File: src/wrhm_pkg.sv
// Shared constants, register indexes and divider control types for the hour meter.
package wrhm_pkg;

	localparam int CNT_W     = 32;
	localparam int COEFF_W   = 10;
	localparam int COEFF_MAX = (1 << COEFF_W) - 1;
	localparam int LEVELS    = 5;
	localparam int LEVEL_W   = 3;
	localparam int IDX_W     = $clog2(LEVELS);
	localparam int SUM_W     = CNT_W + COEFF_W + $clog2(LEVELS);
	localparam int DIFF_W    = CNT_W + $clog2(LEVELS);
	localparam int CTR_W     = $clog2(SUM_W + 1);
	localparam int DATA_W    = 32;
	localparam int REG_IDX_W = 3;

	localparam logic [REG_IDX_W-1:0] REG_COEFF_NIGHT = 3'd0;
	localparam logic [REG_IDX_W-1:0] REG_COEFF_LOW   = 3'd1;
	localparam logic [REG_IDX_W-1:0] REG_COEFF_MED   = 3'd2;
	localparam logic [REG_IDX_W-1:0] REG_COEFF_HIGH  = 3'd3;
	localparam logic [REG_IDX_W-1:0] REG_COEFF_BOOST = 3'd4;
	localparam logic [REG_IDX_W-1:0] REG_WEIGHT_DIV  = 3'd5;
	localparam logic [REG_IDX_W-1:0] REG_FILTER_LIM  = 3'd6;

	localparam logic [COEFF_W-1:0] COEFF_RST = 10'd100;
	localparam logic [CNT_W-1:0]   LIMIT_RST = 32'd2000;

	localparam logic FUNC_TICK  = 1'b0;
	localparam logic FUNC_CLEAR = 1'b1;

	typedef enum logic [1:0] {
		DIV_SUM = 2'd0,
		DIV_PER = 2'd1,
		DIV_CNT = 2'd2
	} div_op_t;

	typedef struct packed {
		logic    start;
		div_op_t op;
	} div_req_t;

endpackage

File: src/wrhm_in_if.sv
// Command channel: one beat per tick or clear request.
interface wrhm_in_if;
	import wrhm_pkg::*;

	logic               valid;
	logic               ready;
	logic               func;
	logic [LEVEL_W-1:0] speed_level;

	modport source (output valid, output func, output speed_level, input ready);
	modport sink (input valid, input func, input speed_level, output ready);
endinterface

File: src/wrhm_out_if.sv
// Result channel: one beat per accepted command.
interface wrhm_out_if;
	import wrhm_pkg::*;

	logic             valid;
	logic             ready;
	logic [CNT_W-1:0] saved_hours;
	logic [CNT_W-1:0] pending_hours;
	logic             warning;
	logic             warning_raised;

	modport source (output valid, output saved_hours, output pending_hours,
		output warning, output warning_raised, input ready);
	modport sink (input valid, input saved_hours, input pending_hours,
		input warning, input warning_raised, output ready);
endinterface

File: src/wrhm_div.sv
// Shared restoring divider, one quotient bit per cycle, length chosen per operation.
module wrhm_div #(
	parameter int DVS_W = 27
) (
	input  logic                          clk,
	input  logic                          arst_n,
	input  wrhm_pkg::div_req_t            req,
	input  logic [wrhm_pkg::SUM_W-1:0]    dividend,
	input  logic [DVS_W-1:0]              divisor,
	output logic                          done,
	output logic [wrhm_pkg::SUM_W-1:0]    quot,
	output logic [DVS_W-1:0]              rem
);
	import wrhm_pkg::*;

	localparam int SHIFT_PER = SUM_W - DVS_W;
	localparam int SHIFT_CNT = SUM_W - CNT_W;

	logic             busy_q;
	logic             done_q;
	logic [CTR_W-1:0] cnt_q;
	logic [SUM_W-1:0] dvd_q;
	logic [DVS_W-1:0] rem_q;
	logic [DVS_W-1:0] dvs_q;

	logic [SUM_W-1:0] dvd_aligned;
	logic [CTR_W-1:0] nbits;
	logic [DVS_W:0]   trial;
	logic             ge;

	// The dividend is left-aligned so that every operation starts at the top bit.
	always_comb begin
		unique case (req.op)
			DIV_SUM: begin
				dvd_aligned = dividend;
				nbits       = CTR_W'(SUM_W);
			end
			DIV_PER: begin
				dvd_aligned = dividend << SHIFT_PER;
				nbits       = CTR_W'(DVS_W);
			end
			DIV_CNT: begin
				dvd_aligned = dividend << SHIFT_CNT;
				nbits       = CTR_W'(CNT_W);
			end
			default: begin
				dvd_aligned = dividend;
				nbits       = CTR_W'(SUM_W);
			end
		endcase
	end

	assign trial = {rem_q, dvd_q[SUM_W-1]};
	assign ge    = trial >= {1'b0, dvs_q};

	always_ff @(posedge clk or negedge arst_n) begin
		if (!arst_n) begin
			busy_q <= 1'b0;
			done_q <= 1'b0;
			cnt_q  <= '0;
		end else begin
			done_q <= 1'b0;
			if (req.start) begin
				busy_q <= 1'b1;
				cnt_q  <= nbits;
			end else if (busy_q) begin
				cnt_q <= cnt_q - CTR_W'(1);
				if (cnt_q == CTR_W'(1)) begin
					busy_q <= 1'b0;
					done_q <= 1'b1;
				end
			end
		end
	end

	always_ff @(posedge clk) begin
		if (req.start) begin
			dvd_q <= dvd_aligned;
			rem_q <= '0;
			dvs_q <= divisor;
		end else if (busy_q) begin
			dvd_q <= {dvd_q[SUM_W-2:0], ge};
			rem_q <= ge ? DVS_W'(trial - {1'b0, dvs_q}) : trial[DVS_W-1:0];
		end
	end

	assign done = done_q;
	assign quot = dvd_q;
	assign rem  = rem_q;
endmodule

File: src/wrhm_core.sv
// Sequencer, weighted sum accumulator, meter state and result register.
module wrhm_core #(
	parameter int SECONDS_HOUR = 3600,
	parameter int COMMIT_HOURS = 50,
	parameter int DEN_W        = 27
) (
	input  logic                          clk,
	input  logic                          arst_n,
	wrhm_in_if.sink                       cmd,
	wrhm_out_if.source                    res,
	input  logic [wrhm_pkg::COEFF_W-1:0]  coeff [wrhm_pkg::LEVELS],
	input  logic [wrhm_pkg::COEFF_W-1:0]  weight_div,
	input  logic [wrhm_pkg::CNT_W-1:0]    filter_limit,
	output wrhm_pkg::div_req_t            div_req,
	output logic [wrhm_pkg::SUM_W-1:0]    div_dividend,
	output logic [DEN_W-1:0]              div_divisor,
	input  logic                          div_done,
	input  logic [wrhm_pkg::SUM_W-1:0]    div_quot,
	input  logic [DEN_W-1:0]              div_rem
);
	import wrhm_pkg::*;

	localparam int PROD_W = CNT_W + COEFF_W;

	typedef enum logic [3:0] {
		S_IDLE, S_INC, S_MUL, S_ACC, S_DSUM, S_WSUM, S_CPER, S_WPER,
		S_CCNT, S_WCNT, S_CNEXT, S_CSUM, S_WARN, S_DONE
	} state_t;

	state_t            state_q;
	logic [IDX_W-1:0]  idx_q;
	logic [CNT_W-1:0]  cnt_q [LEVELS];
	logic [PROD_W-1:0] prod_q;
	logic [SUM_W-1:0]  acc_q;
	logic [DEN_W-1:0]  denom_q;
	logic [DEN_W-1:0]  period_q;
	logic [DIFF_W-1:0] diff_q;
	logic [CNT_W-1:0]  pending_q;
	logic [CNT_W-1:0]  saved_q;
	logic              warn_q;
	logic              raised_q;
	div_req_t          div_req_q;

	logic              out_valid_q;
	logic [CNT_W-1:0]  out_saved_q;
	logic [CNT_W-1:0]  out_pending_q;
	logic              out_warn_q;
	logic              out_raised_q;

	logic              cmd_beat;
	logic              out_free;
	logic              idx_last;
	logic [CNT_W-1:0]  pend_quot;
	logic [DIFF_W:0]   saved_sum;
	logic [CNT_W:0]    warn_sum;

	assign cmd_beat = cmd.valid && cmd.ready;
	assign out_free = !out_valid_q || res.ready;
	assign idx_last = idx_q == IDX_W'(LEVELS - 1);

	// Quotient of the weighted sum, clamped to the 32-bit result range.
	assign pend_quot = (|div_quot[SUM_W-1:CNT_W]) ? '1 : div_quot[CNT_W-1:0];
	assign saved_sum = (DIFF_W+1)'(saved_q) + (DIFF_W+1)'(diff_q);
	assign warn_sum  = (CNT_W+1)'(saved_q) + (CNT_W+1)'(pending_q);

	always_comb begin
		unique case (div_req_q.op)
			DIV_SUM: begin
				div_dividend = acc_q;
				div_divisor  = denom_q;
			end
			DIV_PER: begin
				div_dividend = SUM_W'(denom_q);
				div_divisor  = DEN_W'(coeff[idx_q]);
			end
			DIV_CNT: begin
				div_dividend = SUM_W'(cnt_q[idx_q]);
				div_divisor  = period_q;
			end
			default: begin
				div_dividend = acc_q;
				div_divisor  = denom_q;
			end
		endcase
	end

	always_ff @(posedge clk or negedge arst_n) begin
		if (!arst_n) begin
			state_q     <= S_IDLE;
			idx_q       <= '0;
			for (int i = 0; i < LEVELS; i++) begin
				cnt_q[i] <= '0;
			end
			prod_q        <= '0;
			acc_q         <= '0;
			denom_q       <= '0;
			period_q      <= '0;
			diff_q        <= '0;
			pending_q     <= '0;
			saved_q       <= '0;
			warn_q        <= 1'b0;
			raised_q      <= 1'b0;
			div_req_q     <= '{start: 1'b0, op: DIV_SUM};
			out_valid_q   <= 1'b0;
			out_saved_q   <= '0;
			out_pending_q <= '0;
			out_warn_q    <= 1'b0;
			out_raised_q  <= 1'b0;
		end else begin
			div_req_q.start <= 1'b0;
			if (out_valid_q && res.ready) begin
				out_valid_q <= 1'b0;
			end
			unique case (state_q)
				S_IDLE: begin
					if (cmd_beat) begin
						raised_q <= 1'b0;
						if (cmd.func == FUNC_CLEAR) begin
							for (int i = 0; i < LEVELS; i++) begin
								cnt_q[i] <= '0;
							end
							pending_q <= '0;
							saved_q   <= '0;
							warn_q    <= 1'b0;
							state_q   <= S_DONE;
						end else begin
							idx_q   <= cmd.speed_level;
							denom_q <= DEN_W'(weight_div) * DEN_W'(SECONDS_HOUR);
							state_q <= S_INC;
						end
					end
				end
				S_INC: begin
					// Levels above boost bump nothing; counters stop at all ones.
					if (idx_q < IDX_W'(LEVELS) && cnt_q[idx_q] != '1) begin
						cnt_q[idx_q] <= cnt_q[idx_q] + CNT_W'(1);
					end
					idx_q   <= '0;
					acc_q   <= '0;
					state_q <= S_MUL;
				end
				S_MUL: begin
					prod_q  <= PROD_W'(cnt_q[idx_q]) * PROD_W'(coeff[idx_q]);
					state_q <= S_ACC;
				end
				S_ACC: begin
					acc_q <= acc_q + SUM_W'(prod_q);
					if (idx_last) begin
						state_q <= S_DSUM;
					end else begin
						idx_q   <= idx_q + IDX_W'(1);
						state_q <= S_MUL;
					end
				end
				S_DSUM: begin
					if (denom_q == '0) begin
						pending_q <= '0;
						state_q   <= S_WARN;
					end else begin
						div_req_q <= '{start: 1'b1, op: DIV_SUM};
						state_q   <= S_WSUM;
					end
				end
				S_WSUM: begin
					if (div_done) begin
						pending_q <= pend_quot;
						if (pend_quot >= CNT_W'(COMMIT_HOURS)) begin
							idx_q   <= '0;
							diff_q  <= '0;
							state_q <= S_CPER;
						end else begin
							state_q <= S_WARN;
						end
					end
				end
				S_CPER: begin
					if (coeff[idx_q] == '0) begin
						state_q <= S_CNEXT;
					end else begin
						div_req_q <= '{start: 1'b1, op: DIV_PER};
						state_q   <= S_WPER;
					end
				end
				S_WPER: begin
					if (div_done) begin
						period_q <= (div_quot == '0) ? DEN_W'(1) : DEN_W'(div_quot);
						state_q  <= S_CCNT;
					end
				end
				S_CCNT: begin
					div_req_q <= '{start: 1'b1, op: DIV_CNT};
					state_q   <= S_WCNT;
				end
				S_WCNT: begin
					if (div_done) begin
						diff_q       <= diff_q + DIFF_W'(div_quot[CNT_W-1:0]);
						cnt_q[idx_q] <= CNT_W'(div_rem);
						state_q      <= S_CNEXT;
					end
				end
				S_CNEXT: begin
					if (idx_last) begin
						state_q <= S_CSUM;
					end else begin
						idx_q   <= idx_q + IDX_W'(1);
						state_q <= S_CPER;
					end
				end
				S_CSUM: begin
					saved_q   <= (|saved_sum[DIFF_W:CNT_W]) ? '1 : saved_sum[CNT_W-1:0];
					pending_q <= (diff_q >= DIFF_W'(pending_q)) ? '0
						: pending_q - diff_q[CNT_W-1:0];
					state_q   <= S_WARN;
				end
				S_WARN: begin
					if (!warn_q && warn_sum >= (CNT_W+1)'(filter_limit)) begin
						warn_q   <= 1'b1;
						raised_q <= 1'b1;
					end
					state_q <= S_DONE;
				end
				S_DONE: begin
					// A finished beat that is still waiting is never overwritten.
					if (out_free) begin
						out_valid_q   <= 1'b1;
						out_saved_q   <= saved_q;
						out_pending_q <= pending_q;
						out_warn_q    <= warn_q;
						out_raised_q  <= raised_q;
						state_q       <= S_IDLE;
					end
				end
				default: begin
					state_q <= S_IDLE;
				end
			endcase
		end
	end

	assign cmd.ready          = state_q == S_IDLE;
	assign res.valid          = out_valid_q;
	assign res.saved_hours    = out_saved_q;
	assign res.pending_hours  = out_pending_q;
	assign res.warning        = out_warn_q;
	assign res.warning_raised = out_raised_q;
	assign div_req            = div_req_q;
endmodule

File: src/weighted_runtime_hour_meter.sv
// Top level of the weighted runtime hour meter: register file, sequencer and divider.
//
// Channel   | Direction | Beat content
// cmd       | in        | func, speed_level
// res       | out       | saved_hours, pending_hours, warning, warning_raised
// wr_*      | in        | wr_en, wr_index, wr_data (plain write, no handshake)
//
// A tick bumps its level counter, then forms the weighted sum and divides it; a
// commit adds two divisions for each level with a nonzero weight, skips a level
// with weight zero and then folds the totals. The single restoring divider serves
// every division, one quotient bit per cycle. arst_n restores the register
// defaults and clears counters, totals and the warning. A finished beat waits in
// the result register; the next command is taken meanwhile and its result waits
// for it.
module weighted_runtime_hour_meter #(
	parameter int SECONDS_HOUR = 3600,
	parameter int COMMIT_HOURS = 50
) (
	input  logic                            clk,
	input  logic                            arst_n,
	wrhm_in_if.sink                         cmd,
	wrhm_out_if.source                      res,
	input  logic                            wr_en,
	input  logic [wrhm_pkg::REG_IDX_W-1:0]  wr_index,
	input  logic [wrhm_pkg::DATA_W-1:0]     wr_data
);
	import wrhm_pkg::*;

	localparam int DEN_W = $clog2(COEFF_MAX * SECONDS_HOUR + 1);

	logic [COEFF_W-1:0] coeff_q [LEVELS];
	logic [COEFF_W-1:0] scale_q;
	logic [CNT_W-1:0]   limit_q;

	div_req_t           div_req;
	logic [SUM_W-1:0]   div_dividend;
	logic [DEN_W-1:0]   div_divisor;
	logic               div_done;
	logic [SUM_W-1:0]   div_quot;
	logic [DEN_W-1:0]   div_rem;

	always_ff @(posedge clk or negedge arst_n) begin
		if (!arst_n) begin
			for (int i = 0; i < LEVELS; i++) begin
				coeff_q[i] <= COEFF_RST;
			end
			scale_q <= COEFF_RST;
			limit_q <= LIMIT_RST;
		end else if (wr_en) begin
			if (wr_index <= REG_COEFF_BOOST) begin
				coeff_q[IDX_W'(wr_index)] <= wr_data[COEFF_W-1:0];
			end else if (wr_index == REG_WEIGHT_DIV) begin
				scale_q <= wr_data[COEFF_W-1:0];
			end else if (wr_index == REG_FILTER_LIM) begin
				limit_q <= wr_data[CNT_W-1:0];
			end
		end
	end

	wrhm_core #(
		.SECONDS_HOUR (SECONDS_HOUR),
		.COMMIT_HOURS (COMMIT_HOURS),
		.DEN_W        (DEN_W)
	) u_core (
		.clk          (clk),
		.arst_n       (arst_n),
		.cmd          (cmd),
		.res          (res),
		.coeff        (coeff_q),
		.weight_div   (scale_q),
		.filter_limit (limit_q),
		.div_req      (div_req),
		.div_dividend (div_dividend),
		.div_divisor  (div_divisor),
		.div_done     (div_done),
		.div_quot     (div_quot),
		.div_rem      (div_rem)
	);

	wrhm_div #(
		.DVS_W (DEN_W)
	) u_div (
		.clk      (clk),
		.arst_n   (arst_n),
		.req      (div_req),
		.dividend (div_dividend),
		.divisor  (div_divisor),
		.done     (div_done),
		.quot     (div_quot),
		.rem      (div_rem)
	);
endmodule

File: src/flat_wrapper.sv
// flat-port wrapper written by rule: the top's interface ports become plain ports
module weighted_runtime_hour_meter_flat import wrhm_pkg::*;
#(
	parameter int SECONDS_HOUR = 3600,
	parameter int COMMIT_HOURS = 50
)
  (clk, arst_n, wr_en, wr_index, wr_data, cmd_valid, cmd_func, cmd_speed_level, cmd_ready, res_valid, res_saved_hours, res_pending_hours, res_warning, res_warning_raised, res_ready);
  wrhm_in_if cmd_i ();
  wrhm_out_if res_i ();
  input  logic clk;
  input  logic arst_n;
  input  logic wr_en;
  input  logic [wrhm_pkg::REG_IDX_W-1:0] wr_index;
  input  logic [wrhm_pkg::DATA_W-1:0] wr_data;
  input wire logic [$bits(cmd_i.valid)-1:0] cmd_valid;
  input wire logic [$bits(cmd_i.func)-1:0] cmd_func;
  input wire logic [$bits(cmd_i.speed_level)-1:0] cmd_speed_level;
  output wire logic [$bits(cmd_i.ready)-1:0] cmd_ready;
  output wire logic [$bits(res_i.valid)-1:0] res_valid;
  output wire logic [$bits(res_i.saved_hours)-1:0] res_saved_hours;
  output wire logic [$bits(res_i.pending_hours)-1:0] res_pending_hours;
  output wire logic [$bits(res_i.warning)-1:0] res_warning;
  output wire logic [$bits(res_i.warning_raised)-1:0] res_warning_raised;
  input wire logic [$bits(res_i.ready)-1:0] res_ready;
  assign cmd_i.valid = cmd_valid;
  assign cmd_i.func = cmd_func;
  assign cmd_i.speed_level = cmd_speed_level;
  assign cmd_ready = cmd_i.ready;
  assign res_valid = res_i.valid;
  assign res_saved_hours = res_i.saved_hours;
  assign res_pending_hours = res_i.pending_hours;
  assign res_warning = res_i.warning;
  assign res_warning_raised = res_i.warning_raised;
  assign res_i.ready = res_ready;
  weighted_runtime_hour_meter #(.SECONDS_HOUR(SECONDS_HOUR), .COMMIT_HOURS(COMMIT_HOURS)) u_core (.clk(clk), .arst_n(arst_n), .cmd(cmd_i), .res(res_i), .wr_en(wr_en), .wr_index(wr_index), .wr_data(wr_data));
endmodule
File: config.mk
export PLATFORM = sky130hd
export DESIGN_NAME = weighted_runtime_hour_meter_flat
export DESIGN_NICKNAME = d
export VERILOG_FILES = /design/src/wrhm_pkg.sv /design/src/wrhm_in_if.sv /design/src/wrhm_out_if.sv /design/src/wrhm_div.sv /design/src/wrhm_core.sv /design/src/weighted_runtime_hour_meter.sv /design/src/flat_wrapper.sv
export SDC_FILE = /design/constraint.sdc
export NUM_CORES = 2
export LEC_CHECK = 0
export ABC_AREA = 1
export BUFFER_PORTS_ARGS = -buffer_cell sky130_fd_sc_hd__buf_2
export CAP_MARGIN = 10
export CORE_MARGIN = 2
export CORE_UTILIZATION = 65
export DETAILED_ROUTE_END_ITERATION = 8
export GPL_TIMING_DRIVEN = 0
export PLACE_DENSITY_LB_ADDON = 0.3
export SYNTH_ARGS = -nofsm -noshare
export SYNTH_HDL_FRONTEND = slang
export SYNTH_SLANG_ARGS = --single-unit
File: constraint.sdc
create_clock -name clk -period 18.3 [get_ports clk]
set_clock_uncertainty 0.15 [all_clocks]
set_input_delay 3.66 -clock clk [delete_from_list [all_inputs] [get_ports clk]]
set_output_delay 3.66 -clock clk [all_outputs]
set_load 0.1 [all_outputs]
==> results.py <==
metrics = {
    "cts": {
        "h-tree-depth": 3,
        "cts_tree": "built",
        "cts_setup_buffers": 0,
        "root_buffer": "clkbuf_16",
        "cts_sinks": 654,
        "clock_path_buffers": 3,
        "hold_buffers": 0,
        "cts_buffers": 75,
        "clk_latency_ns": 0.66,
        "cts_repair_resize_count": 0,
        "clkTransAtPathRegs_ns": 0.06,
    },
    "final_layout": {
        "nets": 8486,
        "layout_common_cells": "nand2_1, inv_1, nor2_1",
        "multi_input_area_um2": 33800,
        "post-route-util_pct": 71.0,
        "synthToLayoutAreaGrowth_pct": 8.83,
        "drive_gt1_share_pct": 5.52,
        "mostFrequentLayoutCell": "nand2_1",
        "fillCellCount": 7020,
        "seq_area_um2": 16600,
        "stdcell_count": 9013,
    },
    "worst_setup_path": {
        "slowest_stage": "nand3b_1",
        "cpMostUsedCell": "fa_1",
        "crit_family": "adder cells",
        "worstSetupPathType": "reg -> reg",
        "slowest_delay_ns": 0.84,
        "critPathBufInv": 8,
        "crit_fanout": 10,
        "setup.worst_path.end_class": "flip-flop",
        "critPathRequiredTime_ns": 18.69,
        "crit_path_start_kind": "flip-flop",
        "cp.arrival_ns": 10.01,
    },
    "yosys": {
        "synth_top_family_by_area": "simple AND/OR/NAND/NOR gates",
        "syn-num-nets": 8287,
        "yosys.area_share.simple_pct": 24.3,
        "netlist_area_um2": 55400,
        "postSynth.asyncResetShare_pct": 86.4,
        "synth-xor-area-share_pct": 2.73,
        "synth.area.top_cells": "dfrtp_1, nand2_1, fa_1, ha_1, inv_1",
        "syn-instance-count": 7603,
        "avgSynthCellArea_um2": 7.29,
        "yosysWarnings": 0,
        "yosys.area.top_type": "dfrtp_1",
        "ys_ff_latch": 654,
        "synth_top_area_share_pct": 24.4,
        "muxShareOfSynthArea_pct": 0.650,
        "synth_edf_count": 67,
        "synth_compound_area_share_pct": 15.5,
        "synth_cell_types": 65,
        "yosysSeqAreaShare_pct": 30.0,
        "synth_fa_ha_area_share_pct": 17.9,
        "synth_ff_type": "dfrtp_1",
    },
    "global_route": {
        "gr-max-usage-layer": "met2",
        "grt_max_degree": 120,
        "grt_use_met2_pct": 70.9,
        "grt_usage_pct": 48.7,
        "grt_pass1_wl_mm": 320,
        "first_global_vias": 54900,
        "globalRouteOverflowTotal": 0,
        "use_met3_pct": 18.4,
        "antenna_found_initial": 8,
        "grtUsageMet1_pct": 60.8,
    },
    "detailed_routing": {
        "wl_per_cell_um": 23.8,
        "avgViaCountPerCell": 6.32,
        "dr.pass1.iters": 9,
        "drtAntennaViolNets": 0,
        "vias": 57000,
        "wl_mm": 214,
        "drt_first_iter_violations": 7547,
        "drc": 0,
    },
    "floorplan": {
        "rows": 107,
        "die_h_um": 296,
        "dieArea_um2": 87600,
        "initial_utilization_pct": 65.3,
        "io_pins": 112,
        "die_w_um": 296,
        "core-area_um2": 84900,
    },
    "worst_hold_path": {
        "hp-class": "reg -> reg",
    },
    "status": {
        "violations": "capacitance limit, slew limit",
        "outcome": "finished with violations",
    },
    "timing": {
        "worstMarginPinSlew_ns": 1.54,
        "fmax_mhz": 104,
        "hold_viol": 0,
        "finalCritPeriodShare_pct": 52.6,
        "setup_viol": 0,
        "period_minus_slack_ns": 9.62,
        "rsz0062_at_grt": "false",
        "fin_ws_ns": 8.68,
        "max_slew_margin_pct": -3.29,
        "drv_slew": 9,
        "setup_tns_ns": 0,
    },
    "placement": {
        "gp_congestion": 1.07,
        "place_ws_ns": 9.20,
        "place_inst": 8868,
        "post-dp-hpwl_mm": 168,
        "io_buffers": 111,
    },
    "job": {
        "maxCapViolCount": 1,
    },
}
==> area by class of cell <==
class / count / share of cell area (%)
plain buffers: 245 / 1.73
well taps: 1144 / 2.37
diodes: 5 / 0.0208
inverters: 1043 / 6.50
flip-flops and latches: 654 / 27.6
repair buffers: 122 / 1.31
clock buffers: 98 / 3.55
clock inverters: 41 / 0.845
multi-input cells: 5661 / 56.1
==> flip-flops by register name (all words and copies together), names as in the netlist, 32 cells and up <==
signal	cells
u_core.u_core.saved_q	32
u_core.u_core.res.pending_hours	32
u_core.limit_q	32
u_core.u_core.acc_q	45
u_core.coeff_q	50
u_core.u_core.prod_q	42
u_core.u_core.res.saved_hours	32
u_core.u_div.quot	45
u_core.u_core.cnt_q	160
u_core.u_core.diff_q	35
u_core.u_core.pending_q	32
==> per-stage QoR <==
stage / hold slack [ns] / cell area (µm²)
2_1_floorplan: 0.287 / 55400
3_3_place_gp: 0.299 / 57400
3_5_place_dp: 0.308 / 57600
4_1_cts: 0.322 / 60300
5_1_grt: 0.342 / 60300
6_report: 0.325 / 60300
==> cell usage after synthesis, types with 28 or more instances <==
library cell and count:
fa_1 256, o21ai_0 644, nor2_1 755, o22ai_1 46, clkbuf_1 185, o211ai_1 53, nand3_1 306, or2_2 31
o21bai_1 34, xnor2_1 73, buf_2 28, a21oi_1 419, dfrtp_1 541, a21o_1 41, nand4_1 59, edfxtp_1 67
a31oi_1 84, nand2_1 2029, o221ai_1 30, o21a_1 68, ha_1 384, mux2_2 32, inv_1 1025, nor3_1 47
xor2_1 100
==> layer usage <==
metal / share of wire (%) / wire length [µm] / vias up
met2: 41 / 88100 / 4104
met5: 0.042 / 91 / -
li1: - / - / 25100
met1: 36 / 77500 / 26700
met3: 15 / 31500 / 1090
met4: 8.0 / 17200 / 12
==> logic make-up (layout without fill, tap and decap cells) <==
kind of cell | count (synthesis) | in the layout
AO/OA/AOI/OAI | 1505 | 1505
XOR/XNOR | 173 | 173
adder cells (fa/ha/maj) | 640 | 640
buffers and inverters | 1288 | 1549
flip-flops | 654 | 654
multiplexers | 32 | 32
other | 0 | 5
AND/OR/NAND/NOR | 3311 | 3311
==> worst min-delay path, stage by stage (launching register included) <==
cell,delay [ns]
dfrtp_1,0.34
nand2_1,0.05
nand2_1,0.05
==> path summary, 6_finish.rpt <==
check | startpoint | to | slack, ns | cells past startpoint
hold reg to reg | u_core.u_core.cnt_q[24] | u_core.u_core.cnt_q[24] | 0.32 | 2
setup / recovery | u_core.u_core.idx_q[1] | u_core.u_core.prod_q[29] | 8.68 | 30
min in group asynchronous | arst_n | u_core.u_core.cnt_q[149] | 2.69 | 1
max in group asynchronous | arst_n | u_core.u_core.acc_q[31] | 13.30 | 4
hold / removal | u_core.u_core.cnt_q[24] | u_core.u_core.cnt_q[24] | 0.32 | 2
setup reg to reg | u_core.u_core.idx_q[1] | u_core.u_core.prod_q[29] | 8.68 | 30
Power is left out: the tool's default activity adds up to more than one toggle a clock period on the data nets, which glitch-free logic cannot reach.
